==> src/rtl/core/sbsg_pkg.sv <==
// Shared types, constants and helper functions of the sine burst source generator.
package sbsg_pkg;

  localparam int unsigned AngleBitsDef = 32;
  localparam int unsigned ValueBitsDef = 24;
  localparam int unsigned CordicIters  = 30;
  localparam int unsigned CordicW      = 34;
  localparam int unsigned AddrBits     = 5;
  localparam logic signed [CordicW-1:0] CordicX0 = CordicW'(652032874);
  localparam logic signed [31:0] OneQ30 = 32'sh4000_0000;

  typedef enum logic [2:0] {
    REG_PULSE_MODE   = 3'd0,
    REG_AMPLITUDE    = 3'd1,
    REG_CONT_STEP    = 3'd2,
    REG_PHASE_OFFSET = 3'd3,
    REG_CARRIER_STEP = 3'd4,
    REG_WINDOW_STEP  = 3'd5,
    REG_PULSE_LENGTH = 3'd6
  } sbsg_reg_e;

  typedef struct packed {
    logic        pulse_mode;
    logic [31:0] cont_step;
    logic [31:0] phase_offset;
    logic [31:0] carrier_step;
    logic [31:0] window_step;
    logic [31:0] pulse_length;
  } sbsg_cfg_t;

  typedef struct packed {
    logic pulse_mode;
    logic active;
    logic flip_a;
    logic flip_b;
  } sbsg_tag_t;

  function automatic logic signed [CordicW-1:0] atan_turn(input int unsigned idx);
    logic [31:0] v;
    case (idx)
      0:  v = 32'h2000_0000;
      1:  v = 32'h12E4_051E;
      2:  v = 32'h09FB_385B;
      3:  v = 32'h0511_11D4;
      4:  v = 32'h028B_0D43;
      5:  v = 32'h0145_D7E1;
      6:  v = 32'h00A2_F61E;
      7:  v = 32'h0051_7C55;
      8:  v = 32'h0028_BE53;
      9:  v = 32'h0014_5F2F;
      10: v = 32'h000A_2F98;
      11: v = 32'h0005_17CC;
      12: v = 32'h0002_8BE6;
      13: v = 32'h0001_45F3;
      14: v = 32'h0000_A2FA;
      15: v = 32'h0000_517D;
      16: v = 32'h0000_28BE;
      17: v = 32'h0000_145F;
      18: v = 32'h0000_0A30;
      19: v = 32'h0000_0518;
      20: v = 32'h0000_028C;
      21: v = 32'h0000_0146;
      22: v = 32'h0000_00A3;
      23: v = 32'h0000_0051;
      24: v = 32'h0000_0029;
      25: v = 32'h0000_0014;
      26: v = 32'h0000_000A;
      27: v = 32'h0000_0005;
      28: v = 32'h0000_0003;
      29: v = 32'h0000_0001;
      default: v = 32'h0000_0000;
    endcase
    return CordicW'(v);
  endfunction

  function automatic logic signed [31:0] clamp_q30(input logic signed [CordicW-1:0] v);
    logic signed [CordicW-1:0] one;
    one = CordicW'(OneQ30);
    if (v > one) begin
      return OneQ30;
    end else if (v < -one) begin
      return -OneQ30;
    end
    return v[31:0];
  endfunction

endpackage

==> src/rtl/core/sbsg_phase.sv <==
// Phase generation stages: step capture, phase multiply and quadrant fold.
module sbsg_phase #(
  parameter int unsigned ANGLE_BITS = sbsg_pkg::AngleBitsDef
) (
  input  logic                   clk_i,
  input  logic                   rst_ni,
  input  sbsg_pkg::sbsg_cfg_t    cfg_i,
  input  logic                   valid_i,
  output logic                   ready_o,
  input  logic [31:0]            step_i,
  output logic                   valid_o,
  input  logic                   ready_i,
  output logic signed [31:0]     za_o,
  output logic signed [31:0]     zb_o,
  output sbsg_pkg::sbsg_tag_t    tag_o
);
  import sbsg_pkg::*;

  logic                  v1_q, v2_q, v3_q;
  logic                  en1, en2, en3;
  logic [31:0]           step_q;
  logic [ANGLE_BITS-1:0] pa_q, pb_q;
  logic                  mode_q, act_q;
  logic [63:0]           mul_a, mul_b, off64;
  logic [ANGLE_BITS-1:0] sum_a;
  logic [31:0]           ta, tb;
  logic signed [31:0]    za_q, zb_q;
  sbsg_tag_t             tag_q;

  assign en3     = !v3_q || ready_i;
  assign en2     = !v2_q || en3;
  assign en1     = !v1_q || en2;
  assign ready_o = en1;

  assign mul_a = {32'b0, step_q} *
                 {32'b0, (cfg_i.pulse_mode ? cfg_i.window_step : cfg_i.cont_step)};
  assign mul_b = {32'b0, step_q} * {32'b0, cfg_i.carrier_step};
  assign off64 = {32'b0, cfg_i.phase_offset};
  assign sum_a = pa_q + (mode_q ? '0 : off64[ANGLE_BITS-1:0]);

  if (ANGLE_BITS >= 32) begin : g_trunc
    assign ta = sum_a[ANGLE_BITS-1 -: 32];
    assign tb = pb_q[ANGLE_BITS-1 -: 32];
  end else begin : g_pad
    assign ta = {sum_a, {(32-ANGLE_BITS){1'b0}}};
    assign tb = {pb_q, {(32-ANGLE_BITS){1'b0}}};
  end

  always_ff @(posedge clk_i or negedge rst_ni) begin
    if (!rst_ni) begin
      v1_q <= 1'b0;
      v2_q <= 1'b0;
      v3_q <= 1'b0;
    end else begin
      if (en1) v1_q <= valid_i;
      if (en2) v2_q <= v1_q;
      if (en3) v3_q <= v2_q;
    end
  end

  always_ff @(posedge clk_i) begin
    if (en1) begin
      step_q <= step_i;
    end
    if (en2) begin
      pa_q   <= mul_a[ANGLE_BITS-1:0];
      pb_q   <= mul_b[ANGLE_BITS-1:0];
      mode_q <= cfg_i.pulse_mode;
      act_q  <= cfg_i.pulse_mode && (step_q < cfg_i.pulse_length);
    end
    if (en3) begin
      za_q              <= {ta[31] ^ (ta[31] ^ ta[30]), ta[30:0]};
      zb_q              <= {tb[31] ^ (tb[31] ^ tb[30]), tb[30:0]};
      tag_q.flip_a      <= ta[31] ^ ta[30];
      tag_q.flip_b      <= tb[31] ^ tb[30];
      tag_q.pulse_mode  <= mode_q;
      tag_q.active      <= act_q;
    end
  end

  assign valid_o = v3_q;
  assign za_o    = za_q;
  assign zb_o    = zb_q;
  assign tag_o   = tag_q;
endmodule

==> config.mk <==
export PLATFORM = sky130hd
export DESIGN_NAME = sbsg_phase
export DESIGN_NICKNAME = d
export VERILOG_FILES = /design/src/rtl/core/sbsg_pkg.sv /design/src/rtl/core/sbsg_phase.sv
export SDC_FILE = /design/constraint.sdc
export NUM_CORES = 2
export LEC_CHECK = 0
export BUFFER_PORTS_ARGS = -buffer_cell sky130_fd_sc_hd__buf_2
export CAP_MARGIN = 20
export CORE_MARGIN = 2
export CORE_UTILIZATION = 58
export CTS_CLUSTER_DIAMETER = 50
export DETAILED_ROUTE_END_ITERATION = 8
export PLACE_DENSITY_LB_ADDON = 0.2
export SYNTH_ARGS = -nofsm -noshare
export SYNTH_HDL_FRONTEND = slang
export SYNTH_SLANG_ARGS = --single-unit
==> constraint.sdc <==
create_clock -name clk_i -period 7.19 [get_ports clk_i]
set_clock_uncertainty 0.1 [all_clocks]
set_input_delay 0.719 -clock clk_i [delete_from_list [all_inputs] [get_ports clk_i]]
set_output_delay 0.719 -clock clk_i [all_outputs]
set_load 0.02 [all_outputs]
* Word level (Yosys, flattened, before mapping)
Index checks and enable logic that the tools add are counted.
** Operators by class
- $add $sub $neg :: 1
- $mul :: 2
- Order comparisons :: 1
- Mux-type cells :: 2
- Bitwise logic cells :: 4
- Reductions and logical operators :: 7
** Operators by type and width (number)
- multiplier 32 x 32 -> 32 bit :: 2
- two-way mux 32 bit :: 2
- adder 32 bit :: 1
- less-than comparator 32 bit :: 1
- bitwise XOR 1 bit :: 4
- zero test 1 bit :: 3
- logical OR 1 bit :: 3
- logical AND 1 bit :: 1
** Storage, ports and cells
- Register bits :: 169
- Logic and storage cells :: 31

* Longest topological paths before layout
- Word-level depth :: 4
- Mapped depth :: 30

* Worst setup path before layout
OpenSTA, ideal clock, no wires.
- Path kind :: input to register
- From :: input port cfg_i[160] in the netlist's numbering
- To :: register pa_q[31] (data pin)
- Setup time :: 266 ps
- Data arrival time :: 8025 ps
- Data required time :: 6824 ps
- Path slack :: -1201 ps
- Cell stages on the path :: 28
- Buffers on the path :: 4
- Cell sequence :: buf_2 -> buf_2 -> mux2_2 -> clkbuf_1 -> clkbuf_1 -> and2_1 -> fa_1 -> inv_1 -> fa_1 -> fa_1 -> fa_1 -> inv_1 -> fa_1 -> inv_1 -> fa_1 -> inv_1 -> fa_1 -> fa_1 -> ha_1 -> and4_1 -> and2_1 -> o2111a_1 -> o311ai_0 -> nand3_1 -> nand2_1 -> o21ai_0 -> o41ai_1 -> xnor2_1
** Between the ends
- Word-level cells in the longest chain between the ends :: 2
** Ends and longest elaborated chain
- start, declared :: line sbsg_phase.sv:7 : input sbsg_pkg::sbsg_cfg_t cfg_i,
- two-way mux 32 bit :: line sbsg_phase.sv:36 : {32'b0, (cfg_i.pulse_mode ? cfg_i.window_step : cfg_i.cont_step)};
- multiplier 32 x 32 -> 32 bit :: line sbsg_phase.sv:35 : assign mul_a = {32'b0, step_q} *
- named net mul_a[31] :: line sbsg_phase.sv:24 : logic [63:0] mul_a, mul_b, off64;
- end signal, assigned :: line sbsg_phase.sv:66 : pa_q <= mul_a[ANGLE_BITS-1:0];
- end, declared :: line sbsg_phase.sv:22 : logic [ANGLE_BITS-1:0] pa_q, pb_q;
The timed path passes the listed nets, and every way through them passes these cells.
A chain may end at the register's enable or synchronous reset.

* Worst setup path after layout
Same ends and word-level chain as after synthesis.

==> summary.txt <==
Run status
  • Status: finished with violations
  • Failing checks: negative setup slack

Drt
  • DR vias: 29100
  • Total wire length: ~100000 um
  • DRT met1 WL: about 41000 um
  • Max Used Layer: met5
  • Routed wl met3: 7140 um
  • 1st-pass router iterations: 5
  • Routed vias/inst: approximately 5.4
  • Metal2 WL: around 50000 um
  • ANT nets after route: 0
  • Initial DRC Count: approximately 1900
  • DR WL/cell: 18.9 um
  • Residual DRC: 0

Synth
  • Synth Register Bits: about 170
  • Seq/Total Area, Yosys: about an eighth
  • Ys flop type: edfxtp_1
  • Avg Cell Area, Syn: roughly 9.7 sq um
  • Distinct cell type count after synthesis: ~70
  • Cells after Synth: around 4000
  • FFs w/ async S/R, synth: 1.78%
  • Largest cells by area after synthesis: fa_1 41%, edfxtp_1 13%, ha_1 9.7%
  • Post-synth EDFFs: roughly 170
  • Ys Warns: 0
  • Post-Syn Area: 39500 sq um
  • Net Count, Synth: approximately 5400
  • Top-area cell type share of the netlist area: approximately two fifths
  • Area leader, netlist: fa_1

STA
  • Relative slew slack: between 20% and 30%
  • Final setup margin: -0.0446 ns
  • Final Hold Slack: about 0.27 ns
  • Worst Tran Pin Value: about 1.1 ns
  • RSZ-0062 raised after global routing: yes
  • Hold Violations, Final: 0
  • Max Slew Vio Count: 0
  • Final setup viols: 3
  • Fmax: 0.138 GHz
  • Minimum clock period: about 7.2 ns
  • Period utilisation layout: 101%

Placed design
  • Port bufs: 266
  • Post-DP HPWL: around 85000 um
  • Placed cell area: 44200 sq um
  • Gpl congestion: 0.958

Global routing
  • Antenna violations before repair: 8
  • Largest net degree at the start of global routing: 70
  • Global-route wire length before repair: roughly 170000 um
  • All-Layer GR Usage: between 30% and 40%
  • Vias in the first global route: between 30000 and 40000
  • Overflow after GRT: 0

Worst hold path
  • Hold WC Path Type: input port to flop

Worst setup path
  • Req. time, crit path: ~7.4 ns
  • Arrival time at the worst endpoint: roughly 7.4 ns
  • Crit Path Class: input port to flop
  • Cell mode on critical path: fa_1
  • Crit end category: flop
  • Critical Path Max Stage Delay: 0.56 ns
  • Critical-path top delay cell: fa_1
  • Max FO, Critical Path: 7
  • Critical Path Start Type: input port

Finish
  • Fin nets: slightly below 6000
  • Share of layout cells above drive strength 1: 16.3%
  • Area growth, synth to finish: 14.3%
  • Final Core Density: 67.2%
  • Finished layout cell area: between 40000 and 50000 sq um

Clocking
  • H-tree depth: 4
  • CTS Buffer Depth: 2
  • Reg clk slew, reported paths: 0.09 ns
  • Total CTS buffers: 17
  • CTS tree: built
  • Clock Tree Root: clkbuf_16
  • Clk_lat worst skew: around 0.52 ns
  • Sink Count: about 170

Floorplan
  • Row Count: 95
  • Starting density of the core: between 50% and 60%
  • Die height: around 270 um
  • Die footprint: 70300 sq um
  • Core Area: between 60000 and 70000 sq um
  • Die W: roughly 270 um
  • IO Pins: between 200 and 300

Run
  • Max-cap violations: 0
## through the flow
step / worst slack, ns / setup TNS [ns] / std cells
after floorplan: -0.533 / -2.28 / 4086
after global placement: -0.667 / -7.76 / 5365
after detailed placement: -0.775 / -8.95 / 5365
after CTS: 0.00114 / 0 / 5401
after global routing: -0.232 / -1.08 / 5410
final: -0.0446 / -0.0487 / 5412
## critical path, delay by kind of cell
| kind | cells | cell delay [ns] |
|---|---|---|
| xor+xnor | 1 | 0.10 |
| mux | 1 | 0.34 |
| fa+ha+maj | 9 | 4.20 |
| compound gates | 4 | 0.77 |
| buf+inv | 7 | 0.57 |
| simple gates | 5 | 0.68 |
## Yosys cell counts (4+ instances only)
cell type  count
ha_1         308
fa_1         817
nor2b_1      188
nor2_1        58
clkbuf_1     192
o31ai_1        4
xor2_1        37
nand4_1       10
mux2i_1       12
inv_1        847
o21ai_0       45
and2_1       446
nand2b_1      30
a21o_1        47
a31oi_1        6
nand2_1      493
nand3_1       10
a211oi_1       5
edfxtp_1     166
mux2_2        20
and3_1         5
a21oi_1       68
o21bai_1      10
buf_2          4
o211ai_1       8
o21a_1        13
nor3_1        14
xnor2_1      165
## cell usage in the layout, fill, tap and decap left out, types with 14 or more instances in the layout
| cell | netlist | final |
|---|---|---|
| fa_1 | 817 | 808 |
| mux2_2 | 20 | 16 |
| buf_12 | 0 | 27 |
| nor2_1 | 58 | 57 |
| xnor2_1 | 165 | 163 |
| xor2_1 | 37 | 37 |
| nor3_1 | 14 | 14 |
| nor2b_1 | 188 | 188 |
| nand2b_1 | 30 | 28 |
| a21o_1 | 47 | 47 |
| buf_4 | 0 | 308 |
| o21ai_0 | 45 | 40 |
| edfxtp_1 | 166 | 166 |
| inv_1 | 847 | 845 |
| clkbuf_16 | 0 | 17 |
| a21oi_1 | 68 | 60 |
| and2_1 | 446 | 442 |
| buf_2 | 4 | 265 |
| ha_1 | 308 | 304 |
| nand2_1 | 493 | 491 |
## layer usage
metal | global-route usage, % | vias up
met5 | 0 | -
met4 | 13.3 | 6
met3 | 5.14 | 225
met2 | 51.6 | 960
met1 | 39.9 | 14800
li1 | - | 13000
## flip-flops by register name (all words and copies together) (netlist names), 4 cells and up
name,count
zb_o,32
tag_o,4
za_o,32
pa_q,32
pb_q,32
step_q,32
## cells by family after synthesis
group	count (synthesis)	share of synthesized area, %
compound gates	242	4.11
simple gates	1270	16.6
fa+ha+maj	1125	51.1
mux	32	0.874
xor+xnor	203	4.53
flops	169	12.8
buf+inv	1045	9.94
## cell type report
type                            instances  area (sq um)
Timing Repair Buffer                  615          4380
Inverter                              847          3180
Sequential cell                       169          5060
Clock buffer                           17           425
Clock inverter                         14           143
Fill cell                            5385         22100
Antenna cell                            5          12.5
Tap cell                              873          1090
Multi-Input combinational cell       2872         30900
## worst paths after layout
kind / slack [ns] / startpoint / cells past startpoint / end
max: -0.04 / cfg_i[160] / 27 / pa_q[31]$_DFFE_PP_
min: 0.27 / step_i[31] / 1 / step_q[31]$_DFFE_PP_
max reg2reg: 0.04 / step_q[15]$_DFFE_PP_ / 22 / pa_q[31]$_DFFE_PP_
min reg2reg: 0.31 / pb_q[15]$_DFFE_PP_ / 0 / zb_o[15]$_DFFE_PP_
max in group asynchronous: 6.46 / rst_ni / 2 / v2_q$_DFFE_PN0P_
min in group asynchronous: 0.43 / rst_ni / 2 / v1_q$_DFFE_PN0P_
## repair_timing
item | 4_1_cts | 5_1_grt
pin swaps | 24 | 30
endpoints found under the hold margin | 3 | 0
hold buffers | 1 | 0
endpoints found under the setup margin | 7 | 15
setup buffers | 3 | 5
resized for setup | 20 | 53
gates cloned | 1 | 0
Power is not shown: default switching activity piles up to over one toggle a cycle in this logic, so the estimate is an artifact.
