--- config.mk ---
export PLATFORM = sky130hd
export DESIGN_NAME = sbsg_cfg
export DESIGN_NICKNAME = d
export VERILOG_FILES = /design/src/rtl/core/sbsg_pkg.sv /design/src/rtl/core/sbsg_cfg.sv
export SDC_FILE = /design/constraint.sdc
export NUM_CORES = 1
export LEC_CHECK = 0
export BUFFER_PORTS_ARGS = -buffer_cell sky130_fd_sc_hd__buf_4
export CAP_MARGIN = 15
export CORE_ASPECT_RATIO = 0.6
export CORE_MARGIN = 2
export CORE_UTILIZATION = 30
export CTS_CLUSTER_DIAMETER = 100
export DETAILED_ROUTE_END_ITERATION = 6
export GPL_TIMING_DRIVEN = 1
export SYNTH_ARGS = -nofsm -noshare
export SYNTH_HDL_FRONTEND = slang
export SYNTH_SLANG_ARGS = --single-unit
--- constraint.sdc ---
create_clock -name clk_i -period 1.43 [get_ports clk_i]
set_input_delay 0.0715 -clock clk_i [delete_from_list [all_inputs] [get_ports clk_i]]
set_output_delay 0.0715 -clock clk_i [all_outputs]
set_load 0.03 [all_outputs]
--- src/rtl/core/sbsg_pkg.sv ---
// Shared types, constants and helper functions of the sine burst source generator.
package sbsg_pkg;

  localparam int unsigned AngleBitsDef = 32;
  localparam int unsigned ValueBitsDef = 24;
  localparam int unsigned CordicIters  = 30;
  localparam int unsigned CordicW      = 34;
  localparam int unsigned AddrBits     = 5;
  localparam logic signed [CordicW-1:0] CordicX0 = CordicW'(652032874);
  localparam logic signed [31:0] OneQ30 = 32'sh4000_0000;

  typedef enum logic [2:0] {
    REG_PULSE_MODE   = 3'd0,
    REG_AMPLITUDE    = 3'd1,
    REG_CONT_STEP    = 3'd2,
    REG_PHASE_OFFSET = 3'd3,
    REG_CARRIER_STEP = 3'd4,
    REG_WINDOW_STEP  = 3'd5,
    REG_PULSE_LENGTH = 3'd6
  } sbsg_reg_e;

  typedef struct packed {
    logic        pulse_mode;
    logic [31:0] cont_step;
    logic [31:0] phase_offset;
    logic [31:0] carrier_step;
    logic [31:0] window_step;
    logic [31:0] pulse_length;
  } sbsg_cfg_t;

  typedef struct packed {
    logic pulse_mode;
    logic active;
    logic flip_a;
    logic flip_b;
  } sbsg_tag_t;

  function automatic logic signed [CordicW-1:0] atan_turn(input int unsigned idx);
    logic [31:0] v;
    case (idx)
      0:  v = 32'h2000_0000;
      1:  v = 32'h12E4_051E;
      2:  v = 32'h09FB_385B;
      3:  v = 32'h0511_11D4;
      4:  v = 32'h028B_0D43;
      5:  v = 32'h0145_D7E1;
      6:  v = 32'h00A2_F61E;
      7:  v = 32'h0051_7C55;
      8:  v = 32'h0028_BE53;
      9:  v = 32'h0014_5F2F;
      10: v = 32'h000A_2F98;
      11: v = 32'h0005_17CC;
      12: v = 32'h0002_8BE6;
      13: v = 32'h0001_45F3;
      14: v = 32'h0000_A2FA;
      15: v = 32'h0000_517D;
      16: v = 32'h0000_28BE;
      17: v = 32'h0000_145F;
      18: v = 32'h0000_0A30;
      19: v = 32'h0000_0518;
      20: v = 32'h0000_028C;
      21: v = 32'h0000_0146;
      22: v = 32'h0000_00A3;
      23: v = 32'h0000_0051;
      24: v = 32'h0000_0029;
      25: v = 32'h0000_0014;
      26: v = 32'h0000_000A;
      27: v = 32'h0000_0005;
      28: v = 32'h0000_0003;
      29: v = 32'h0000_0001;
      default: v = 32'h0000_0000;
    endcase
    return CordicW'(v);
  endfunction

  function automatic logic signed [31:0] clamp_q30(input logic signed [CordicW-1:0] v);
    logic signed [CordicW-1:0] one;
    one = CordicW'(OneQ30);
    if (v > one) begin
      return OneQ30;
    end else if (v < -one) begin
      return -OneQ30;
    end
    return v[31:0];
  endfunction

endpackage

--- src/rtl/core/sbsg_cfg.sv ---
// APB register file holding the mode, amplitude and phase settings.
module sbsg_cfg #(
  parameter int unsigned VALUE_BITS = sbsg_pkg::ValueBitsDef
) (
  input  logic                                  clk_i,
  input  logic                                  rst_ni,
  input  logic                                  psel,
  input  logic                                  penable,
  input  logic                                  pwrite,
  input  logic [sbsg_pkg::AddrBits-1:0]         paddr,
  input  logic [31:0]                           pwdata,
  output logic [31:0]                           prdata,
  output logic                                  pready,
  output sbsg_pkg::sbsg_cfg_t                   cfg_o,
  output logic signed [VALUE_BITS-1:0]          amplitude_o
);
  import sbsg_pkg::*;

  sbsg_cfg_t              cfg_q, cfg_d;
  logic [VALUE_BITS-1:0]  amp_q, amp_d;
  sbsg_reg_e              idx;

  assign idx    = sbsg_reg_e'(paddr[AddrBits-1:2]);
  assign pready = 1'b1;

  always_comb begin
    cfg_d = cfg_q;
    amp_d = amp_q;
    if (psel && penable && pwrite) begin
      case (idx)
        REG_PULSE_MODE:   cfg_d.pulse_mode   = pwdata[0];
        REG_AMPLITUDE:    amp_d              = pwdata[VALUE_BITS-1:0];
        REG_CONT_STEP:    cfg_d.cont_step    = pwdata;
        REG_PHASE_OFFSET: cfg_d.phase_offset = pwdata;
        REG_CARRIER_STEP: cfg_d.carrier_step = pwdata;
        REG_WINDOW_STEP:  cfg_d.window_step  = pwdata;
        REG_PULSE_LENGTH: cfg_d.pulse_length = pwdata;
        default: ;
      endcase
    end
  end

  always_comb begin
    case (idx)
      REG_PULSE_MODE:   prdata = {31'b0, cfg_q.pulse_mode};
      REG_AMPLITUDE:    prdata = 32'(amp_q);
      REG_CONT_STEP:    prdata = cfg_q.cont_step;
      REG_PHASE_OFFSET: prdata = cfg_q.phase_offset;
      REG_CARRIER_STEP: prdata = cfg_q.carrier_step;
      REG_WINDOW_STEP:  prdata = cfg_q.window_step;
      REG_PULSE_LENGTH: prdata = cfg_q.pulse_length;
      default:          prdata = 32'b0;
    endcase
  end

  always_ff @(posedge clk_i or negedge rst_ni) begin
    if (!rst_ni) begin
      cfg_q <= '0;
      amp_q <= '0;
    end else begin
      cfg_q <= cfg_d;
      amp_q <= amp_d;
    end
  end

  assign cfg_o       = cfg_q;
  assign amplitude_o = amp_q;
endmodule

### Word-level counts from Yosys, hierarchy flattened

Index checks and enable logic that the tools add are counted.

| word-level totals | value |
|---|---|
| bits in registers | 185 |
| input port bits | 42 |
| output and inout port bits | 218 |

| cells by class | value |
|---|---|
| equal/unequal tests | 6 |
| muxes and demuxes | 1 |
| reductions and logical operators | 10 |

Operator list:

| operator | number |
|---|---|
| $pmux W32 S7 | 1 |
| $reduce_and A2 Y1 | 7 |
| $eq A3 B3 Y1 const B | 3 |
| $eq A3 B2 Y1 const B | 2 |
| $eq A3 B1 Y1 const B | 1 |
| $logic_not A3 Y1 | 1 |
| $logic_and A1 B1 Y1 | 2 |

### Longest topological paths before layout

Gate-level depths: netlist (run 1).

| depth | value |
|---|---|
| depth after elaboration | 3 |
| mapped depth | 6 |
| gate-level depth less buffers | 3 |

### Least setup slack after synthesis (run 1)

OpenSTA, ideal clock, no wires.

| path | value |
|---|---|
| kind | register -> output |
| start | register cfg_q (netlist bit cfg_o[32]) |
| end | output prdata[0] |
| arrival | 1.480 ns |
| data required time | 1.359 ns |
| setup slack | -0.122 ns |
| stages on the path, launching flop included | 4 |
| path buffers | 0 |
| path through | dfrtp_1 -> mux2_2 -> o22ai_1 -> nor3_1 |

| on the way | value |
|---|---|
| longest elaborated chain between the ends | 1 |

Ends and longest elaborated chain:

| what | RTL line | source |
|---|---|---|
| start: declaration | sbsg_cfg.sv:19 | `sbsg_cfg_t cfg_q, cfg_d;` |
| start signal: assignment | sbsg_cfg.sv:61 | `cfg_q <= cfg_d;` |
| $pmux W32 S7 | sbsg_cfg.sv:44 | `case (idx)` |
| end: declaration | sbsg_cfg.sv:12 | `output logic [31:0] prdata,` |

No other way between the ends.

### Final worst setup path (run 1)

| path | value |
|---|---|
| start | register cfg_q (netlist bit cfg_o[140]) |
| end | output prdata[12] |

The elaborated chain is that of the path after synthesis.

==> impl_metrics.toml, run 1 <==
[yosys]
syn_avg_cell_area_um2 = 13.8
synth_cell_types = 35
synth_fp_nets = 658
ys_ff_latch = 185
ys_warn_count = 0
syn_area_um2 = 8520
async_flop_share_pct = 100
syn-instance-count = 616
ys.flop_type = "dfrtp_1"
synth-seq-area-share_pct = 54.3
synth_edf_count = 0

[detailed_routing]
drt_pre_antenna_iters = 6
num_vias = 6882
wire_per_inst_um = 21.6
viasPerCell = 4.88
drc = 16
ant_nets = 0
wl_um = 30500
dr.first_iter.drc_count = 397

[outcome]
failed_checks = "DRC, setup timing"
status = "complete, but fails checks"

[clock_tree]
cts_sinks = 185
htreeDepth = 4
worstSkewPairLatency_ps = 430
clkTransAtPathRegs_ps = 70
cts_tree = "done"
cts-root-buf = "clkbuf_16"
cts_buffers = 17
clock_path_buffers = 2

[timing]
slew_violations = 0
hold_viol = 0
rsz0062_at_grt = "true"
hold_slack_ps = 177
worstMarginPinSlew_ps = 517
period_share_pct = 118
max_freq_ghz = 0.593
fin_ws_ps = -256
final-setup-viol-count = 32
relSlewSlack_pct = 65.5
fin_crit_ps = 1690
skew_ps = 0

[worst_hold_path]
hold_path.class = "primary input to async pin"

[cells_and_area]
fillers = 2533
area_growth_pct = 58.4
layout_commonest_cell = "buf_4"
nets = 1073
final_util_pct = 48.6
antenna_cells = 0
most-common-layout-cells = "buf_4, dfrtp_1, mux2_2"
layout-drive-gt1-share_pct = 65.7

[floorplan]
die_x_um = 222
initial_core_util_pct = 30.7
rows = 47
io_pins = 260
die_h_um = 135
core-area_um2 = 27800
dieArea_um2 = 29800

[global_route]
grt_pass1_vias = 6987
grt_pass1_wl_um = 45400
overflow = 0
grt_use_total_pct = 20.4
grt_max_degree = 48
grt_antenna_before_repair = 0

[placed_design]
place_hpwl_um = 20700
port_buffers = 256
dp_slack_ps = -110
gp_congestion = 0.783

[setup_path]
start_kind = "register"
crit_family = "flip-flops"
crit_end = "prdata[12]"
critPathBufInv = 1
rrSetupSlack_ps = 400
worst-path-stages = 4
worstReg2RegStart = "cfg_o[113]"
critPathCaptureType = "output port"
path_cells = "mux2_4, a221oi_4, a31oi_2, buf_6"
cp_max_fo = 2
startpoint = "cfg_o[140]"
cp.arrival_ps = 1610
critPathKind = "register to output port"
max_stage_delay_ps = 390
timing.rr.end = "cfg_o[113]"
reg2regPathDepth = 3
cp_data_required_time_ps = 1360
cp_slowest_cell = "dfrtp_1"

[power_and_ir_drop]
p_per_area_nw_per_um2 = 1470
ir_drop_mv = 0.656
p_leak_uw = 0.00643

[job]
maxCapViolCount = 0
[cell usage after synthesis (2+ instances only)]
cell type	number	area [µm²]
a221o_1	8	80.1
mux2i_1	31	310
a221oi_1	13	114
o22ai_1	8	50.1
dfrtp_1	185	4630
a22oi_1	3	22.5
nor2b_1	5	31.3
nand2_1	20	75.1
buf_6	2	22.5
nor3_1	2	10.0
nor2_2	6	37.5
mux2_2	194	2180
a22o_1	8	70.1
mux2_1	12	135
buf_4	16	120
or2_2	11	68.8
o21ai_0	3	15.0
buf_2	19	95.1
a21oi_1	9	45.0
clkbuf_1	7	26.3
nor2_1	8	30.0
inv_1	2	7.51
nand3b_1	14	105
nand2b_1	2	12.5
a31oi_1	12	75.1
a311o_1	7	70.1
[per-stage QoR]
stage               instance area (µm²)  power [µW]  instances  TNS (ps)
global route                      13500       20700       1411     -8140
detailed placement                11500       14000       1255    -13260
CTS                               13200       19700       1387     -6570
global placement                  11500       13900       1255    -10520
finish                            13500       19800       1411     -5620
floorplan                          8600       11000        616         0
[cell type report]
type | instances | area [µm²] | share of cell area (%)
flip-flops and latches | 185 | 4630 | 34.3
multi-input cells | 384 | 3980 | 29.5
repair buffers | 441 | 3830 | 28.3
clock buffers | 22 | 474 | 3.51
well taps | 367 | 459 | 3.40
clock inverters | 10 | 118 | 0.871
inverters | 2 | 7.51 | 0.0556
[per-layer routing]
layer  part of all wire (%)  vias to the layer above  global-route usage (%)
met5                      0                        -                       0
met4                    1.2                        0                    4.99
met3                    7.1                       23                    6.51
li1                       -                     3113                       -
met2                     45                      215                    31.1
met1                     47                     3531                    28.3
[state kept, by name, summed over array words and instances, names as in the netlist]
name / flops
amplitude_o: 24
cfg_o: 161
[power breakdown]
group / internal (µW) / switching [µW] / total [µW] / leakage, µW
registers: 6260 / 829 / 7090 / 0.00236
clock network: 2720 / 2120 / 4840 / 0.000279
logic: 3610 / 4290 / 7900 / 0.00379
[cells by family (layout without fill, tap and decap cells)]
logic type             after synthesis  in the layout  share of synthesized area [%]
and+or+nand+nor                     73             73                           4.96
DFF                                185            185                           54.3
buffers and inverters               47            475                           3.23
muxes                              237            237                           30.9
other                                1              1                         0.0440
AOI/OAI and AO/OA                   73             73                           6.56
[worst min path at each step]
stage / start / endpoint / slack [ps] / cells after the start
floorplan: rst_ni / amplitude_o[0] / -220 / 0
global placement: rst_ni / cfg_o[92] / 90 / 1
detailed placement: rst_ni / cfg_o[92] / 90 / 1
CTS: rst_ni / cfg_o[21] / 170 / 2
global route: rst_ni / cfg_o[21] / 200 / 2
finish: rst_ni / cfg_o[21] / 180 / 2
[what timing repair did]
| item | in CTS | in global routing |
|---|---|---|
| hold buffers | 33 | 0 |
| pin swaps | 17 | 8 |
| hold endpoints to repair | 302 | 0 |
| buffers inserted | 67 | 24 |
| resized for setup | 63 | 9 |
| endpoints found under the setup margin | 32 | 32 |
(Power assumes the default switching activity.)
==> inputs of run 2 (changes only) <==
--- a/config.mk
+++ b/config.mk
@@ -13,6 +13,7 @@
 export CTS_CLUSTER_DIAMETER = 100
 export DETAILED_ROUTE_END_ITERATION = 6
 export GPL_TIMING_DRIVEN = 1
+export SKIP_CTS_REPAIR_TIMING = 1
 export SYNTH_ARGS = -nofsm -noshare
 export SYNTH_HDL_FRONTEND = slang
 export SYNTH_SLANG_ARGS = --single-unit
==> impl_metrics.toml, run 2 (same netlist as run 1, synthesis figures left out) <==
[timing]
slew_violations = 0
hold_viol = 0
worstMarginPinSlew_ps = 538
period_share_pct = 120
relSlewSlack_pct = 64.1
fin_crit_ps = 1710
skew_ps = 0
max_freq_ghz = 0.584
fin_ws_ps = -282
rsz0062_at_grt = "true"
final-setup-viol-count = 32

[global_route]
grt_use_total_pct = 19.3
grt_max_degree = 48
grt_pass1_wl_um = 42600
grt_antenna_before_repair = 0
overflow = 0
grt_pass1_vias = 6316

[outcome]
failed_checks = "DRC, setup timing"
status = "complete, but fails checks"

[power_and_ir_drop]
power.switching_uw = 7090
ir_drop_mv = 0.657
swShare_pct = 36.7
p_per_area_nw_per_um2 = 1480
p_leak_uw = 0.00619
p_seq_share_pct = 37.0
comb_power_share_pct = 38.1
p_clk_share_pct = 24.9
p_int_uw = 12300
power_uw = 19400

[floorplan]
die_x_um = 222
dieArea_um2 = 29800
initial_core_util_pct = 30.7
die_h_um = 135
rows = 47
core-area_um2 = 27800
io_pins = 260

[setup_path]
cp_data_required_time_ps = 1360
critPathCaptureType = "output port"
cp_max_fo = 3
critPathKind = "register to output port"
start_kind = "register"
cp.arrival_ps = 1640

[clock_tree]
clock_path_buffers = 2
clkTransAtPathRegs_ps = 70
htreeDepth = 4
cts_sinks = 185
cts-root-buf = "clkbuf_16"
cts_tree = "done"
worstSkewPairLatency_ps = 430
cts_buffers = 17

[cells_and_area]
fillers = 2536
final_util_pct = 47.1
antenna_cells = 0
area_growth_pct = 53.6
nets = 1027
register_area_um2 = 4630
layout_commonest_cell = "buf_4"
most-common-layout-cells = "buf_4, dfrtp_1, mux2_2"
multi_input_area_um2 = 3920
largest_register_ffs = 161
fin_cells = 1365
layout-drive-gt1-share_pct = 64.0

[detailed_routing]
num_vias = 6703
ant_nets = 0
wire_per_inst_um = 21.6
dr.first_iter.drc_count = 457
wl_um = 29500
drc = 16
drt_pre_antenna_iters = 7
viasPerCell = 4.91

[worst_hold_path]
hold_path.class = "primary input to async pin"

[job]
maxCapViolCount = 0

[placed_design]
gp_congestion = 0.783
placed_cells = 1255
port_buffers = 256
place_hpwl_um = 20700
-- run 2: cell types whose count changed in the layout (fill, tap and decap cells not counted) --
cell and change:
mux2_2 +2, mux2_4 -2, buf_4 -46, a221oi_2 +4
a221oi_4 -4, a2111oi_4 -1, a2111oi_2 +1, dfrtp_1 +1
dfrtp_2 -1
-- run 2: routing by layer --
metal / wire length, µm / up-vias / share of wire, % / global-route usage, %
li1: - / 3017 / - / -
met1: 14000 / 3465 / 48 / 27.7
met2: 13200 / 196 / 45 / 28.4
met3: 2020 / 25 / 6.8 / 6.16
met4: 289 / 0 / 0.98 / 4.39
met5: 0 / - / 0 / 0
-- run 2: worst paths after layout --
| check | start | end | cells past startpoint | slack [ps] |
|---|---|---|---|---|
| setup / recovery | cfg_o[129] | prdata[1] | 4 | -280 |
| hold / removal | rst_ni | cfg_o[21] | 2 | 180 |
| setup reg to reg | cfg_o[125] | cfg_o[125] | 2 | 510 |
| hold reg to reg | cfg_o[159] | cfg_o[159] | 1 | 530 |
| max in group asynchronous | rst_ni | amplitude_o[13] | 3 | 630 |
| min in group clk_i | paddr[4] | amplitude_o[21] | 4 | 270 |
-- run 2: area by class of cell --
| cell class | instances | share of cell area (%) |
|---|---|---|
| flip-flops and latches | 185 | 35.4 |
| repair buffers | 395 | 26.6 |
| clock buffers | 22 | 3.62 |
| multi-input cells | 384 | 29.9 |
| well taps | 367 | 3.51 |
| inverters | 2 | 0.0574 |
| clock inverters | 10 | 0.899 |
-- run 2: critical path, cell delays in order (launching register included) --
cell	delay, ps
dfrtp_1	400
mux2_4	290
a221oi_4	280
a31oi_2	70
buf_6	160
-- run 2: power by group through the flow --
stage	Combinational (µW)	Sequential, µW	Clock [µW]
after global placement	6650	7240	0
final	7370	7160	4820
after floorplan	1880	9070	0
after detailed placement	6710	7240	0
after CTS	6720	7160	4940
after global routing	7720	7290	5180
-- run 2: through the flow --
stage / TNS (ps) / hold WS (ps) / area, µm² / setup slack (ps)
2_1_floorplan: 0 / -224 / 8600 / 5.58
3_3_place_gp: -10520 / 89.1 / 11500 / -88.7
3_5_place_dp: -13260 / 88.6 / 11500 / -110
4_1_cts: -8630 / -396 / 12100 / -376
5_1_grt: -8640 / 199 / 13100 / -363
6_report: -6110 / 177 / 13100 / -282
